### src/sv/ttcc_pkg.sv
`default_nettype none

package ttcc_pkg;

    // cell geometry in pixels
    localparam int GLYPH_WIDTH  = 8;
    localparam int GLYPH_HEIGHT = 16;
    localparam int TAB_CELLS    = 4;
    localparam int TAB_STEP     = TAB_CELLS * GLYPH_WIDTH;

    // queue between front and back
    localparam int QUEUE_DEPTH = 4;

    // field widths
    localparam int COORD_W  = 12;
    localparam int SCREEN_W = 13;
    localparam int COLOR_W  = 24;
    localparam int CHAR_W   = 8;
    localparam int GLYPH_W  = 7;
    localparam int SCROLL_W = 9;
    localparam int CFG_AW   = 1;

    // character codes
    localparam logic [CHAR_W-1:0] CH_CTRL_LAST = 8'h19;
    localparam logic [CHAR_W-1:0] CH_DEL       = 8'h7F;
    localparam logic [CHAR_W-1:0] CH_NL        = 8'h0A;
    localparam logic [CHAR_W-1:0] CH_CR        = 8'h0D;
    localparam logic [CHAR_W-1:0] CH_BS        = 8'h08;
    localparam logic [CHAR_W-1:0] CH_TAB       = 8'h09;
    localparam logic [CHAR_W-1:0] CH_SPACE     = 8'h20;

    // input opcodes
    localparam logic OP_PRINT  = 1'b0;
    localparam logic OP_SET    = 1'b1;

    // register indexes
    localparam logic [CFG_AW-1:0] REG_SCREEN_WIDTH  = 1'b0;
    localparam logic [CFG_AW-1:0] REG_SCREEN_HEIGHT = 1'b1;

    localparam logic [SCREEN_W-1:0] SCREEN_WIDTH_RST  = 13'd1024;
    localparam logic [SCREEN_W-1:0] SCREEN_HEIGHT_RST = 13'd768;

    // classified command
    typedef enum logic [2:0] {
        CMD_NOP,
        CMD_SET,
        CMD_GLYPH,
        CMD_SPACE,
        CMD_NEWLINE,
        CMD_RETURN,
        CMD_BACKSPACE,
        CMD_TAB
    } cmd_t;

    typedef enum logic [1:0] {
        ACT_NONE  = 2'd0,
        ACT_DRAW  = 2'd1,
        ACT_BLANK = 2'd2
    } action_t;

    typedef struct packed {
        cmd_t               cmd;
        logic [GLYPH_W-1:0] glyph;
        logic [COLOR_W-1:0] color;
        logic [COORD_W-1:0] pos_x;
        logic [COORD_W-1:0] pos_y;
    } entry_t;

    typedef struct packed {
        logic [SCROLL_W-1:0] scroll_lines;
        action_t             cell_action;
        logic [COORD_W-1:0]  cell_x;
        logic [COORD_W-1:0]  cell_y;
        logic [GLYPH_W-1:0]  glyph_code;
        logic [COLOR_W-1:0]  glyph_color;
        logic [COORD_W-1:0]  prev_cursor_x;
        logic [COORD_W-1:0]  prev_cursor_y;
        logic [COORD_W-1:0]  cursor_x;
        logic [COORD_W-1:0]  cursor_y;
    } result_t;

endpackage

`default_nettype wire

### src/sv/ttcc_front.sv
`default_nettype none

module ttcc_front
(
    input  wire logic                          opcode,
    input  wire logic [ttcc_pkg::CHAR_W-1:0]   char_code,
    input  wire logic [ttcc_pkg::COLOR_W-1:0]  text_color,
    input  wire logic [ttcc_pkg::COORD_W-1:0]  new_x,
    input  wire logic [ttcc_pkg::COORD_W-1:0]  new_y,
    output ttcc_pkg::entry_t                   entry
);

    ttcc_pkg::cmd_t cmd;

    always_comb
    begin
        cmd = ttcc_pkg::CMD_NOP;
        if (opcode == ttcc_pkg::OP_SET)
        begin
            cmd = ttcc_pkg::CMD_SET;
        end
        else if (char_code inside {[ttcc_pkg::CH_CTRL_LAST + 8'd1 : ttcc_pkg::CH_DEL - 8'd1]})
        begin
            cmd = (char_code == ttcc_pkg::CH_SPACE) ? ttcc_pkg::CMD_SPACE
                                                    : ttcc_pkg::CMD_GLYPH;
        end
        else
        begin
            case (char_code)
                ttcc_pkg::CH_NL:  cmd = ttcc_pkg::CMD_NEWLINE;
                ttcc_pkg::CH_CR:  cmd = ttcc_pkg::CMD_RETURN;
                ttcc_pkg::CH_BS:  cmd = ttcc_pkg::CMD_BACKSPACE;
                ttcc_pkg::CH_TAB: cmd = ttcc_pkg::CMD_TAB;
                default:          cmd = ttcc_pkg::CMD_NOP;
            endcase
        end
    end

    always_comb
    begin
        entry.cmd   = cmd;
        entry.glyph = char_code[ttcc_pkg::GLYPH_W-1:0];
        // color only travels with a drawn glyph
        entry.color = (cmd == ttcc_pkg::CMD_GLYPH) ? text_color : '0;
        entry.pos_x = new_x;
        entry.pos_y = new_y;
    end

endmodule

`default_nettype wire

### src/sv/ttcc_queue.sv
`default_nettype none

module ttcc_queue
#(
    parameter int DEPTH = ttcc_pkg::QUEUE_DEPTH
)
(
    input  wire logic             clk,
    input  wire logic             rst_n,
    input  wire logic             push,
    input  wire ttcc_pkg::entry_t push_entry,
    output logic                  push_ready,
    input  wire logic             pop,
    output logic                  pop_valid,
    output ttcc_pkg::entry_t      pop_entry
);

    localparam int PTR_W = (DEPTH > 1) ? $clog2(DEPTH) : 1;
    localparam int CNT_W = $clog2(DEPTH + 1);

    ttcc_pkg::entry_t mem [DEPTH];

    logic [PTR_W-1:0] wr_ptr_reg, wr_ptr_next;
    logic [PTR_W-1:0] rd_ptr_reg, rd_ptr_next;
    logic [CNT_W-1:0] count_reg, count_next;
    logic             do_push, do_pop;

    assign push_ready = (count_reg != CNT_W'(DEPTH));
    assign pop_valid  = (count_reg != '0);
    assign pop_entry  = mem[rd_ptr_reg];
    assign do_push    = push && push_ready;
    assign do_pop     = pop && pop_valid;

    always_comb
    begin
        wr_ptr_next = wr_ptr_reg;
        rd_ptr_next = rd_ptr_reg;
        count_next  = count_reg;
        if (do_push)
        begin
            wr_ptr_next = (wr_ptr_reg == PTR_W'(DEPTH - 1)) ? '0 : wr_ptr_reg + 1'b1;
        end
        if (do_pop)
        begin
            rd_ptr_next = (rd_ptr_reg == PTR_W'(DEPTH - 1)) ? '0 : rd_ptr_reg + 1'b1;
        end
        if (do_push && !do_pop)
        begin
            count_next = count_reg + 1'b1;
        end
        else if (do_pop && !do_push)
        begin
            count_next = count_reg - 1'b1;
        end
    end

    always_ff @(posedge clk or negedge rst_n)
    begin
        if (!rst_n)
        begin
            wr_ptr_reg <= '0;
            rd_ptr_reg <= '0;
            count_reg  <= '0;
        end
        else
        begin
            wr_ptr_reg <= wr_ptr_next;
            rd_ptr_reg <= rd_ptr_next;
            count_reg  <= count_next;
        end
    end

    always_ff @(posedge clk)
    begin
        if (do_push)
        begin
            mem[wr_ptr_reg] <= push_entry;
        end
    end

endmodule

`default_nettype wire

### src/sv/ttcc_back.sv
`default_nettype none

module ttcc_back
(
    input  wire logic                          clk,
    input  wire logic                          rst_n,
    input  wire logic                          cfg_wr_en,
    input  wire logic [ttcc_pkg::CFG_AW-1:0]   cfg_addr,
    input  wire logic [ttcc_pkg::SCREEN_W-1:0] cfg_wdata,
    input  wire logic                          q_valid,
    input  wire ttcc_pkg::entry_t              q_entry,
    output logic                               q_pop,
    output logic                               res_valid,
    input  wire logic                          res_ready,
    output ttcc_pkg::result_t                  res
);

    localparam int SW = ttcc_pkg::SCREEN_W;
    localparam int EW = ttcc_pkg::SCREEN_W + 1;
    localparam int CW = ttcc_pkg::COORD_W;

    typedef struct packed {
        logic                          hit;
        logic [ttcc_pkg::SCROLL_W-1:0] lines;
        logic [SW-1:0]                 row;
    } fit_t;

    logic [SW-1:0]      width_reg, height_reg;
    logic [CW-1:0]      cur_x_reg, cur_y_reg;
    logic [CW-1:0]      cur_x_next, cur_y_next;
    logic               out_valid_reg;
    ttcc_pkg::result_t  res_reg, res_next;

    logic [SW-1:0] x0, y0, nx, ny, wx, wy, row_end;
    fit_t          fit;

    // brings a row back on screen, whole text lines at a time
    function automatic fit_t scroll_fit(input logic [SW-1:0] row, input logic [SW-1:0] height);
        logic [EW-1:0] bottom;
        logic [EW-1:0] excess;
        logic [EW-1:0] nlines;
        logic [EW-1:0] step;
        fit_t          f;
        bottom = {1'b0, row} + EW'(ttcc_pkg::GLYPH_HEIGHT);
        excess = bottom - {1'b0, height};
        nlines = (excess + EW'(ttcc_pkg::GLYPH_HEIGHT - 1)) / EW'(ttcc_pkg::GLYPH_HEIGHT);
        step   = EW'(nlines * EW'(ttcc_pkg::GLYPH_HEIGHT));
        f.hit  = (bottom > {1'b0, height});
        f.lines = (nlines > EW'((1 << ttcc_pkg::SCROLL_W) - 1)) ? '1
                                                                 : nlines[ttcc_pkg::SCROLL_W-1:0];
        f.row  = (step > {1'b0, row}) ? '0 : SW'({1'b0, row} - step);
        return f;
    endfunction

    function automatic logic [CW-1:0] sat(input logic [SW-1:0] v);
        return v[SW-1] ? '1 : v[CW-1:0];
    endfunction

    assign q_pop     = q_valid && (!out_valid_reg || res_ready);
    assign res_valid = out_valid_reg;
    assign res       = res_reg;

    always_comb
    begin
        x0       = {1'b0, cur_x_reg};
        y0       = {1'b0, cur_y_reg};
        nx       = x0;
        ny       = y0;
        wx       = x0;
        wy       = y0;
        fit      = '0;
        row_end  = SW'((width_reg / SW'(ttcc_pkg::GLYPH_WIDTH)) * SW'(ttcc_pkg::GLYPH_WIDTH));
        res_next = '0;
        res_next.cell_action   = ttcc_pkg::ACT_NONE;
        res_next.prev_cursor_x = cur_x_reg;
        res_next.prev_cursor_y = cur_y_reg;

        case (q_entry.cmd)
            ttcc_pkg::CMD_SET:
            begin
                nx = {1'b0, q_entry.pos_x};
                ny = {1'b0, q_entry.pos_y};
            end
            ttcc_pkg::CMD_GLYPH, ttcc_pkg::CMD_SPACE:
            begin
                // wrap past the right edge
                if (x0 + SW'(ttcc_pkg::GLYPH_WIDTH) > width_reg)
                begin
                    wx = '0;
                    wy = y0 + SW'(ttcc_pkg::GLYPH_HEIGHT);
                end
                fit = scroll_fit(wy, height_reg);
                if (fit.hit)
                begin
                    wx = '0;
                    wy = fit.row;
                    res_next.scroll_lines = fit.lines;
                end
                if (q_entry.cmd == ttcc_pkg::CMD_GLYPH)
                begin
                    res_next.cell_action = ttcc_pkg::ACT_DRAW;
                    res_next.cell_x      = sat(wx);
                    res_next.cell_y      = sat(wy);
                    res_next.glyph_code  = q_entry.glyph;
                    res_next.glyph_color = q_entry.color;
                end
                nx = wx + SW'(ttcc_pkg::GLYPH_WIDTH);
                ny = wy;
            end
            ttcc_pkg::CMD_NEWLINE:
            begin
                wy  = y0 + SW'(ttcc_pkg::GLYPH_HEIGHT);
                fit = scroll_fit(wy, height_reg);
                nx  = '0;
                ny  = fit.hit ? fit.row : wy;
                if (fit.hit)
                begin
                    res_next.scroll_lines = fit.lines;
                end
            end
            ttcc_pkg::CMD_RETURN:
            begin
                nx = '0;
            end
            ttcc_pkg::CMD_BACKSPACE:
            begin
                if (x0 >= SW'(ttcc_pkg::GLYPH_WIDTH))
                begin
                    nx = x0 - SW'(ttcc_pkg::GLYPH_WIDTH);
                    res_next.cell_action = ttcc_pkg::ACT_BLANK;
                end
                else if (y0 >= SW'(ttcc_pkg::GLYPH_HEIGHT))
                begin
                    // last whole cell of the line above
                    nx = (row_end >= SW'(ttcc_pkg::GLYPH_WIDTH))
                         ? row_end - SW'(ttcc_pkg::GLYPH_WIDTH) : '0;
                    ny = y0 - SW'(ttcc_pkg::GLYPH_HEIGHT);
                    res_next.cell_action = ttcc_pkg::ACT_BLANK;
                end
                if (res_next.cell_action == ttcc_pkg::ACT_BLANK)
                begin
                    res_next.cell_x = sat(nx);
                    res_next.cell_y = sat(ny);
                end
            end
            ttcc_pkg::CMD_TAB:
            begin
                if ({1'b0, x0} + EW'(ttcc_pkg::TAB_STEP) < {1'b0, width_reg})
                begin
                    nx = x0 + SW'(ttcc_pkg::TAB_STEP);
                end
            end
            default:
            begin
                nx = x0;
            end
        endcase

        cur_x_next        = sat(nx);
        cur_y_next        = sat(ny);
        res_next.cursor_x = cur_x_next;
        res_next.cursor_y = cur_y_next;
    end

    always_ff @(posedge clk or negedge rst_n)
    begin
        if (!rst_n)
        begin
            width_reg     <= ttcc_pkg::SCREEN_WIDTH_RST;
            height_reg    <= ttcc_pkg::SCREEN_HEIGHT_RST;
            cur_x_reg     <= '0;
            cur_y_reg     <= '0;
            out_valid_reg <= 1'b0;
        end
        else
        begin
            if (cfg_wr_en)
            begin
                case (cfg_addr)
                    ttcc_pkg::REG_SCREEN_WIDTH:  width_reg  <= cfg_wdata;
                    ttcc_pkg::REG_SCREEN_HEIGHT: height_reg <= cfg_wdata;
                    default:                     width_reg  <= width_reg;
                endcase
            end
            if (q_pop)
            begin
                cur_x_reg     <= cur_x_next;
                cur_y_reg     <= cur_y_next;
                out_valid_reg <= 1'b1;
            end
            else if (res_ready)
            begin
                out_valid_reg <= 1'b0;
            end
        end
    end

    always_ff @(posedge clk)
    begin
        if (q_pop)
        begin
            res_reg <= res_next;
        end
    end

endmodule

`default_nettype wire

### src/sv/text_console_cursor_engine_unit.sv
`default_nettype none

// text console cursor engine: keeps a pixel cursor and turns each character
// item into one cell command (scroll count, draw or blank cell, glyph and
// color) together with the cursor before and after the item. a set-cursor
// item loads a new position. the front classifies each accepted item into a
// command and writes it into a small queue; the back pops one command per
// cycle while the output register is free or taken, updates the cursor and
// loads the output register. one item per cycle sustained without output
// stalls; an accepted item is written into the queue, then popped into the
// output register, where its result is offered. the cursor update loop in
// the back sets that rate. in_ready drops only when the queue is full. the
// user must write screen width and height through the cfg port only while
// idle; the block does not enforce this. they reset to 1024 by 768 pixels

module text_console_cursor_engine_unit
#(
    parameter int QUEUE_DEPTH = ttcc_pkg::QUEUE_DEPTH
)
(
    input  wire logic                           clk,
    input  wire logic                           rst_n,

    // configuration writes
    input  wire logic                           cfg_wr_en,
    input  wire logic [ttcc_pkg::CFG_AW-1:0]    cfg_addr,
    input  wire logic [ttcc_pkg::SCREEN_W-1:0]  cfg_wdata,

    // input item channel
    input  wire logic                           in_valid,
    output logic                                in_ready,
    input  wire logic                           opcode,
    input  wire logic [ttcc_pkg::CHAR_W-1:0]    char_code,
    input  wire logic [ttcc_pkg::COLOR_W-1:0]   text_color,
    input  wire logic [ttcc_pkg::COORD_W-1:0]   new_x,
    input  wire logic [ttcc_pkg::COORD_W-1:0]   new_y,

    // result item channel
    output logic                                out_valid,
    input  wire logic                           out_ready,
    output logic [ttcc_pkg::SCROLL_W-1:0]       scroll_lines,
    output logic [1:0]                          cell_action,
    output logic [ttcc_pkg::COORD_W-1:0]        cell_x,
    output logic [ttcc_pkg::COORD_W-1:0]        cell_y,
    output logic [ttcc_pkg::GLYPH_W-1:0]        glyph_code,
    output logic [ttcc_pkg::COLOR_W-1:0]        glyph_color,
    output logic [ttcc_pkg::COORD_W-1:0]        prev_cursor_x,
    output logic [ttcc_pkg::COORD_W-1:0]        prev_cursor_y,
    output logic [ttcc_pkg::COORD_W-1:0]        cursor_x,
    output logic [ttcc_pkg::COORD_W-1:0]        cursor_y
);

    ttcc_pkg::entry_t  front_entry;   // classified item from the front
    ttcc_pkg::entry_t  q_entry;       // head of the queue
    logic              q_valid;
    logic              q_pop;
    ttcc_pkg::result_t res;

    // decode opcode and character into a command
    ttcc_front u_front
    (
        .opcode     (opcode),
        .char_code  (char_code),
        .text_color (text_color),
        .new_x      (new_x),
        .new_y      (new_y),
        .entry      (front_entry)
    );

    // decouples acceptance from execution
    ttcc_queue
    #(
        .DEPTH (QUEUE_DEPTH)
    )
    u_queue
    (
        .clk        (clk),
        .rst_n      (rst_n),
        .push       (in_valid),
        .push_entry (front_entry),
        .push_ready (in_ready),
        .pop        (q_pop),
        .pop_valid  (q_valid),
        .pop_entry  (q_entry)
    );

    // cursor state, wrap, scroll and output register
    ttcc_back u_back
    (
        .clk       (clk),
        .rst_n     (rst_n),
        .cfg_wr_en (cfg_wr_en),
        .cfg_addr  (cfg_addr),
        .cfg_wdata (cfg_wdata),
        .q_valid   (q_valid),
        .q_entry   (q_entry),
        .q_pop     (q_pop),
        .res_valid (out_valid),
        .res_ready (out_ready),
        .res       (res)
    );

    // result fields
    assign scroll_lines  = res.scroll_lines;
    assign cell_action   = res.cell_action;
    assign cell_x        = res.cell_x;
    assign cell_y        = res.cell_y;
    assign glyph_code    = res.glyph_code;
    assign glyph_color   = res.glyph_color;
    assign prev_cursor_x = res.prev_cursor_x;
    assign prev_cursor_y = res.prev_cursor_y;
    assign cursor_x      = res.cursor_x;
    assign cursor_y      = res.cursor_y;

endmodule

`default_nettype wire

### config.mk
export PLATFORM = sky130hd
export DESIGN_NAME = text_console_cursor_engine_unit
export DESIGN_NICKNAME = d
export VERILOG_FILES = /design/src/sv/ttcc_pkg.sv /design/src/sv/ttcc_front.sv /design/src/sv/ttcc_queue.sv /design/src/sv/ttcc_back.sv /design/src/sv/text_console_cursor_engine_unit.sv
export SDC_FILE = /design/constraint.sdc
export NUM_CORES = 1
export LEC_CHECK = 0
export ABC_AREA = 1
export BUFFER_PORTS_ARGS = -buffer_cell sky130_fd_sc_hd__buf_2
export CAP_MARGIN = 10
export CORE_AREA = 2 2 201 203
export DETAILED_ROUTE_END_ITERATION = 10
export DIE_AREA = 0 0 203 205
export GPL_ROUTABILITY_DRIVEN = 1
export PLACE_DENSITY_LB_ADDON = 0.05
export SYNTH_ARGS = -nofsm -noshare
export SYNTH_HDL_FRONTEND = slang
export SYNTH_HIERARCHICAL = 1
export SYNTH_SLANG_ARGS = --single-unit
### constraint.sdc
create_clock -name clk -period 8.2 [get_ports clk]
set_input_delay 0.41 -clock clk [delete_from_list [all_inputs] [get_ports clk]]
set_output_delay 0.41 -clock clk [all_outputs]
set_load 0.05 [all_outputs]
# After elaboration in Yosys (flattened, before gate mapping)
# Memories as Yosys holds them, arrays and structs flattened.
# Cells that the tools add are included.
# classes
n_addsub	20
magnitude_cmp	13
n_eq_ne	17
n_mux	50
bitwise_logic	1
reduce_logical	18
# op_table
op	n
$mux 13	16
$mux 12	8
$pmux 13 s5	1
$gt 14x13->1	4
$mux 56	1
$pmux 13 s4	1
$pmux 26 s2	1
$mux 24	2
$mux 9	4
$eq 8x4->1 const B	4
$add 13x5->14 const B	2
$add 14x4->14 const B	2
$sub 14x13->14	2
$add 12x6->13 const B	2
$sub 13x13->13	2
$gt 10x9->1 const B	2
$pmux 9 s2	1
$lt 14x13->1	1
$add 12x4->13 const B	1
$add 12x5->13 const B	1
$add 13x4->13 const B	1
$ge 13x4->1 const B	1
$gt 13x13->1	1
$sub 12x4->13 const B	1
27 further kinds	57
# totals
ff_bits	172
ram_bits	232
in_bits	76
word_cells	138
mem_count	1
# mem_list
memory	words	word_bits	rd	rd_ports_with_merged_regs	write_ports	line_no	source
u_queue.mem	4	58	1	0	1	ttcc_queue.sv:21	ttcc_pkg::entry_t mem [DEPTH];

# Longest topological paths before layout
# logic_depth
word_depth	14
depth_mapped	46

# Cells and area by module
# Netlist, hierarchy kept.
# by_module_without_submodules
module	instances	cells_per_inst	area_per_inst_um2	seq_area_each_um2
ttcc_back	1	1675	12992.5	4703.3
ttcc_queue	1	736	10033.4	7141.8
ttcc_front	1	124	690.7	0.0

# Worst setup path before layout
# No wires, ideal clock.
# synth_timing
kind	reg2reg
startpoint	register u_back.cur_x_reg[3]
endpoint	register u_back.res_reg, in the netlist u_back/res[10], data pin
setup_time_ps	259
arrival_time_ps	6143
t_required_ps	7941
path_slack_ps	1798
path_stages_with_launch	39
period_less_slack_ps	6402
path_cell_list	dfrtp_1 > inv_2 > nor2_1 > nand2_1 > nor2_1 > a21oi_1 > ha_1 > nand4_1 > nor2_2 > nand2_1 > nand2_2 > nand2_4 > buf_6 > nand2_1 > nand2_1 > ha_1 > xnor2_1 > inv_1 > [... 3 more ...] > o21ai_0 > a21oi_1 > or2_2 > nand2_1 > xor2_1 > inv_1 > ha_1 > nand2_1 > inv_1 > a21oi_1 > nand2_1 > or2_2 > a21oi_1 > nor2_2 > nand2_4 > nand3_2 > buf_6 > or2_1
# synth_between
elab_chain_len	13
elab_cells_between_ends	18
# synth_rtl
element	line_no	source
from (decl)	ttcc_back.sv:29	logic [CW-1:0] cur_x_reg, cur_y_reg;
from (signal assigned)	ttcc_back.sv:187	cur_x_reg <= cur_x_next;
$add 12x4->13	ttcc_back.sv:87	if (x0 + SW'(ttcc_pkg::GLYPH_WIDTH) > width_reg)
$gt 13x13->1	ttcc_back.sv:87	
$mux 13	ttcc_back.sv:87	
$mux 13	ttcc_back.sv:78	case (q_entry.cmd)
$add 13x5->14	ttcc_back.sv:44	bottom = {1'b0, row} + EW'(ttcc_pkg::GLYPH_HEIGHT);
$sub 14x13->14	ttcc_back.sv:45	excess = bottom - {1'b0, height};
$add 14x4->14	ttcc_back.sv:46	nlines = (excess + EW'(ttcc_pkg::GLYPH_HEIGHT - 1)) / EW'(ttcc_pkg::GLYPH_HEIGHT);
$sub 13x13->13 or $gt 14x13->1 (tied branches)	ttcc_back.sv:51	f.row = (step > {1'b0, row}) ? '0 : SW'({1'b0, row} - step);
$mux 13	ttcc_back.sv:51	
$mux 13	ttcc_back.sv:93	if (fit.hit)
$mux 13	ttcc_back.sv:78	
$pmux 13 s4 *	ttcc_back.sv:78	
$mux 12 *	ttcc_back.sv:56	return v[SW-1] ? '1 : v[CW-1:0];
net u_back.cur_y_next[10]	ttcc_back.sv:30	logic [CW-1:0] cur_x_next, cur_y_next;
to (signal assigned)	ttcc_back.sv:202	res_reg <= res_next;
to (decl)	ttcc_back.sv:32	ttcc_pkg::result_t res_reg, res_next;
# The timed path passes the listed nets; every way through them passes the cells marked *. The select of a mux whose other input is x is not followed.
# A chain may end at the register's enable or synchronous reset.

# Final worst setup path
# layout_timing
startpoint	register u_back.cur_x_reg[5]
endpoint	register u_back.res_reg, in the netlist u_back/res[7], data pin
# Same word-level chain as after synthesis.

==> results by group <==
Critical path
  – Startpoint types: flop
  – Crit-path slowest cell: dfrtp_1
  – Crit Path Max Fanout: 15
  – Req. time, crit path: 8.53 ns
  – R2R Path End: u_back/res[7]
  – Critical Path Sink Type: flop
  – Reg2reg path depth: 37
  – CP most frequent cell: nand2_1
  – Worst path max stage delay: 0.65 ns
  – Setup CP Type: flop to flop
  – Reg2Reg Launch Point: u_back/cur_x_reg[5]
  – FF-to-FF setup slack: 0.61 ns
  – Crit path DAT: 7.92 ns

Timing
  – Least-Margin Pin Slew: 1.034 ns
  – Hold Violations, Final: 0
  – RSZ-0062 raised after global routing: false
  – Fin crit period: 7.590 ns
  – Fmax: 131.8 MHz
  – Final setup violation count: 0
  – Slew headroom: 31.05%
  – Slew Limit Fails: 0
  – Fin crit share: 92.56%
  – Clk_skew: 0.01886 ns
  – Setup_tns: 0 ns

CTS
  – Clock Latency Late Sink: 0.58 ns
  – Number of setup buffers added after CTS: 0
  – CTS Buffer Depth: 3
  – Hold bufs inserted after CTS: 0
  – Htree depth: 2
  – CTS tree: done
  – Clk pin slew, worst setup/hold paths: 0.06 ns
  – CTS resizes: 0
  – Sink Count: 404
  – Root Buffer: clkbuf_16
  – Num CTS Buffers: 42

Floorplan
  – Core area: 39,370 µm²
  – # IOs: 192
  – Floorplan row count: 73
  – Initial Util: 60.25%
  – Die width: 203 µm
  – Die height: 205 µm
  – Die area: 41,620 µm²

Global route
  – Largest net degree at the start of global routing: 76
  – First-pass GRT wire length: 99.60 mm
  – Vias in the first global route: 17,580
  – Global route hottest layer: met2
  – Initial antenna violation count: 4
  – Met3 Use GR: 5.170%
  – Global-route usage over all layers: 31.42%
  – Global Route met1 Usage: 41.56%
  – Met2 GRT Util: 52.20%
  – Grt ovf: 0

Synth
  – Cell variety after synth: 56
  – Mux share of post-synthesis cell area: 0%
  – Largest family of logic cells by synthesized area: simple AND/OR/NAND/NOR gates
  – Post-synthesis instance area: 23,720 µm²
  – Compound-Gate Fraction of Synth Area: 10.78%
  – Sequential share of the synthesized area: 49.94%
  – Cells after synthesis: 2,535
  – Area leader, netlist: edfxtp_1
  – Yosys Warn Count: 6
  – Avg Synthesized Cell Area: 9.356 µm²
  – EDFF count, synth: 346
  – Synth Flop Type: edfxtp_1
  – Post-synth ARST share: 14.36%
  – Yosys reg bits: 404
  – Top post-synthesis cells by area: edfxtp_1, nand2_1, ha_1
  – Xor and xnor area share after synthesis: 1.994%
  – Post-synth top area share: 43.81%
  – Synth Area in Adders: 7.280%
  – Simple logic cell fraction of the synthesized area: 19.76%

Route
  – Vias/cell: 5.609
  – Routed WL: 64.46 mm
  – Via count: 18,130
  – DRT Pass-1 Iters: 6
  – Routed len/inst: 19.94 µm
  – 1st-iter DRT viols: 1,563
  – Routed Antenna Nets: 0
  – Post-route DRC: 0

Run status
  – Status: complete, no violations

Finish
  – Commonest non-fill, non-tap cell in the layout: nand2_1
  – Area Growth Syn to Fin: 9.417%
  – Final Net Count: 2,884
  – Share of layout cells above drive strength 1: 16.89%
  – Post-Layout Cell Count: 3,232
  – Max FFs per register: 232
  – Most frequent cells in the layout: nand2_1, inv_1, edfxtp_1

Flow run
  – Max-cap violations: 0

Hold path
  – Hold crit path type: input pin to asynchronous set/reset pin

Place
  – Inst Count DP: 3,157
  – Detail Placement HPWL: 46.41 mm
  – Buffers on Ports: 191
  – Final GP Congestion: 0.9511
worst max-delay path: cells and delay by family (launching register included):
family | cells | cell delay [ns]
buffers and inverters | 3 | 0.22
adder cells (fa/ha/maj) | 6 | 1.99
AND/OR/NAND/NOR | 21 | 3.27
AO/OA/AOI/OAI | 4 | 0.67
flip-flops | 1 | 0.65
XOR/XNOR | 3 | 0.54
metrics by stage:
| stage | worst slack, ns | util (%) | hold WS (ns) | cell area, µm² |
|---|---|---|---|---|
| 2_1_floorplan | 1.798 | - | 0.1144 | 23720 |
| 3_3_place_gp | 0.8578 | 62.69 | 0.4731 | 24680 |
| 3_5_place_dp | 0.6836 | 62.69 | 0.4804 | 24680 |
| 4_1_cts | 0.6733 | 65.91 | 0.01409 | 25940 |
| 5_1_grt | 0.05020 | 65.91 | 0.02196 | 25940 |
| 6_report | 0.6102 | 65.92 | 0.02004 | 25950 |
how the worst max path moves through the flow:
stage,startpoint,endpoint,slack [ns],cells past startpoint
5_1_grt,u_back/cur_x_reg[5],u_back/res[6],0.05,37
3_3_place_gp,u_back/cur_x_reg[5],u_back/res[7],0.86,37
2_1_floorplan,u_back/cur_x_reg[3],u_back/res[10],1.80,38
6_report,u_back/cur_x_reg[5],u_back/res[7],0.61,37
3_5_place_dp,u_back/cur_x_reg[5],u_back/res[6],0.68,37
4_1_cts,u_back/cur_x_reg[6],u_back/res[7],0.67,37
kinds of logic after synthesis:
| kind of cell | count (synthesis) |
|---|---|
| AO/OA/AOI/OAI | 361 |
| XOR/XNOR | 54 |
| adder cells (fa/ha/maj) | 132 |
| buffers and inverters | 529 |
| flip-flops | 404 |
| other | 1 |
| AND/OR/NAND/NOR | 1054 |
synthesized netlist by cell type (21+ instances only):
library cell    n
inv_1         383
nand4_1        34
edfxtp_1      346
o211ai_2       63
a21oi_1        86
o211ai_1       70
buf_2          25
ha_1          122
clkbuf_1       21
buf_6          26
buf_4          42
nand3_1       120
dfrtp_1        55
xor2_1         41
nor2_1        151
nor2_2         31
nand2_1       634
o21ai_0        85
final cells by class:
type	instances	area [µm²]
clock inverter	18	135.1
inverter	411	1563
sequential	404	11850
fill	3206	13420
multi-input combinational	1603	9482
antenna	2	5.005
timing repair buffer	214	1129
clock buffer	55	1130
tap	525	656.9
layer usage:
metal  vias up  routed length [µm]  part of all wire [%]
li1       8654                   -                     -
met1      8613               27170                    42
met2       698               30580                    47
met3       157                4155                   6.4
met4         6                2509                   3.9
met5         -                  39                 0.061
Power is not shown: default switching activity piles up to over one toggle a cycle in this logic, so the estimate is an artifact.
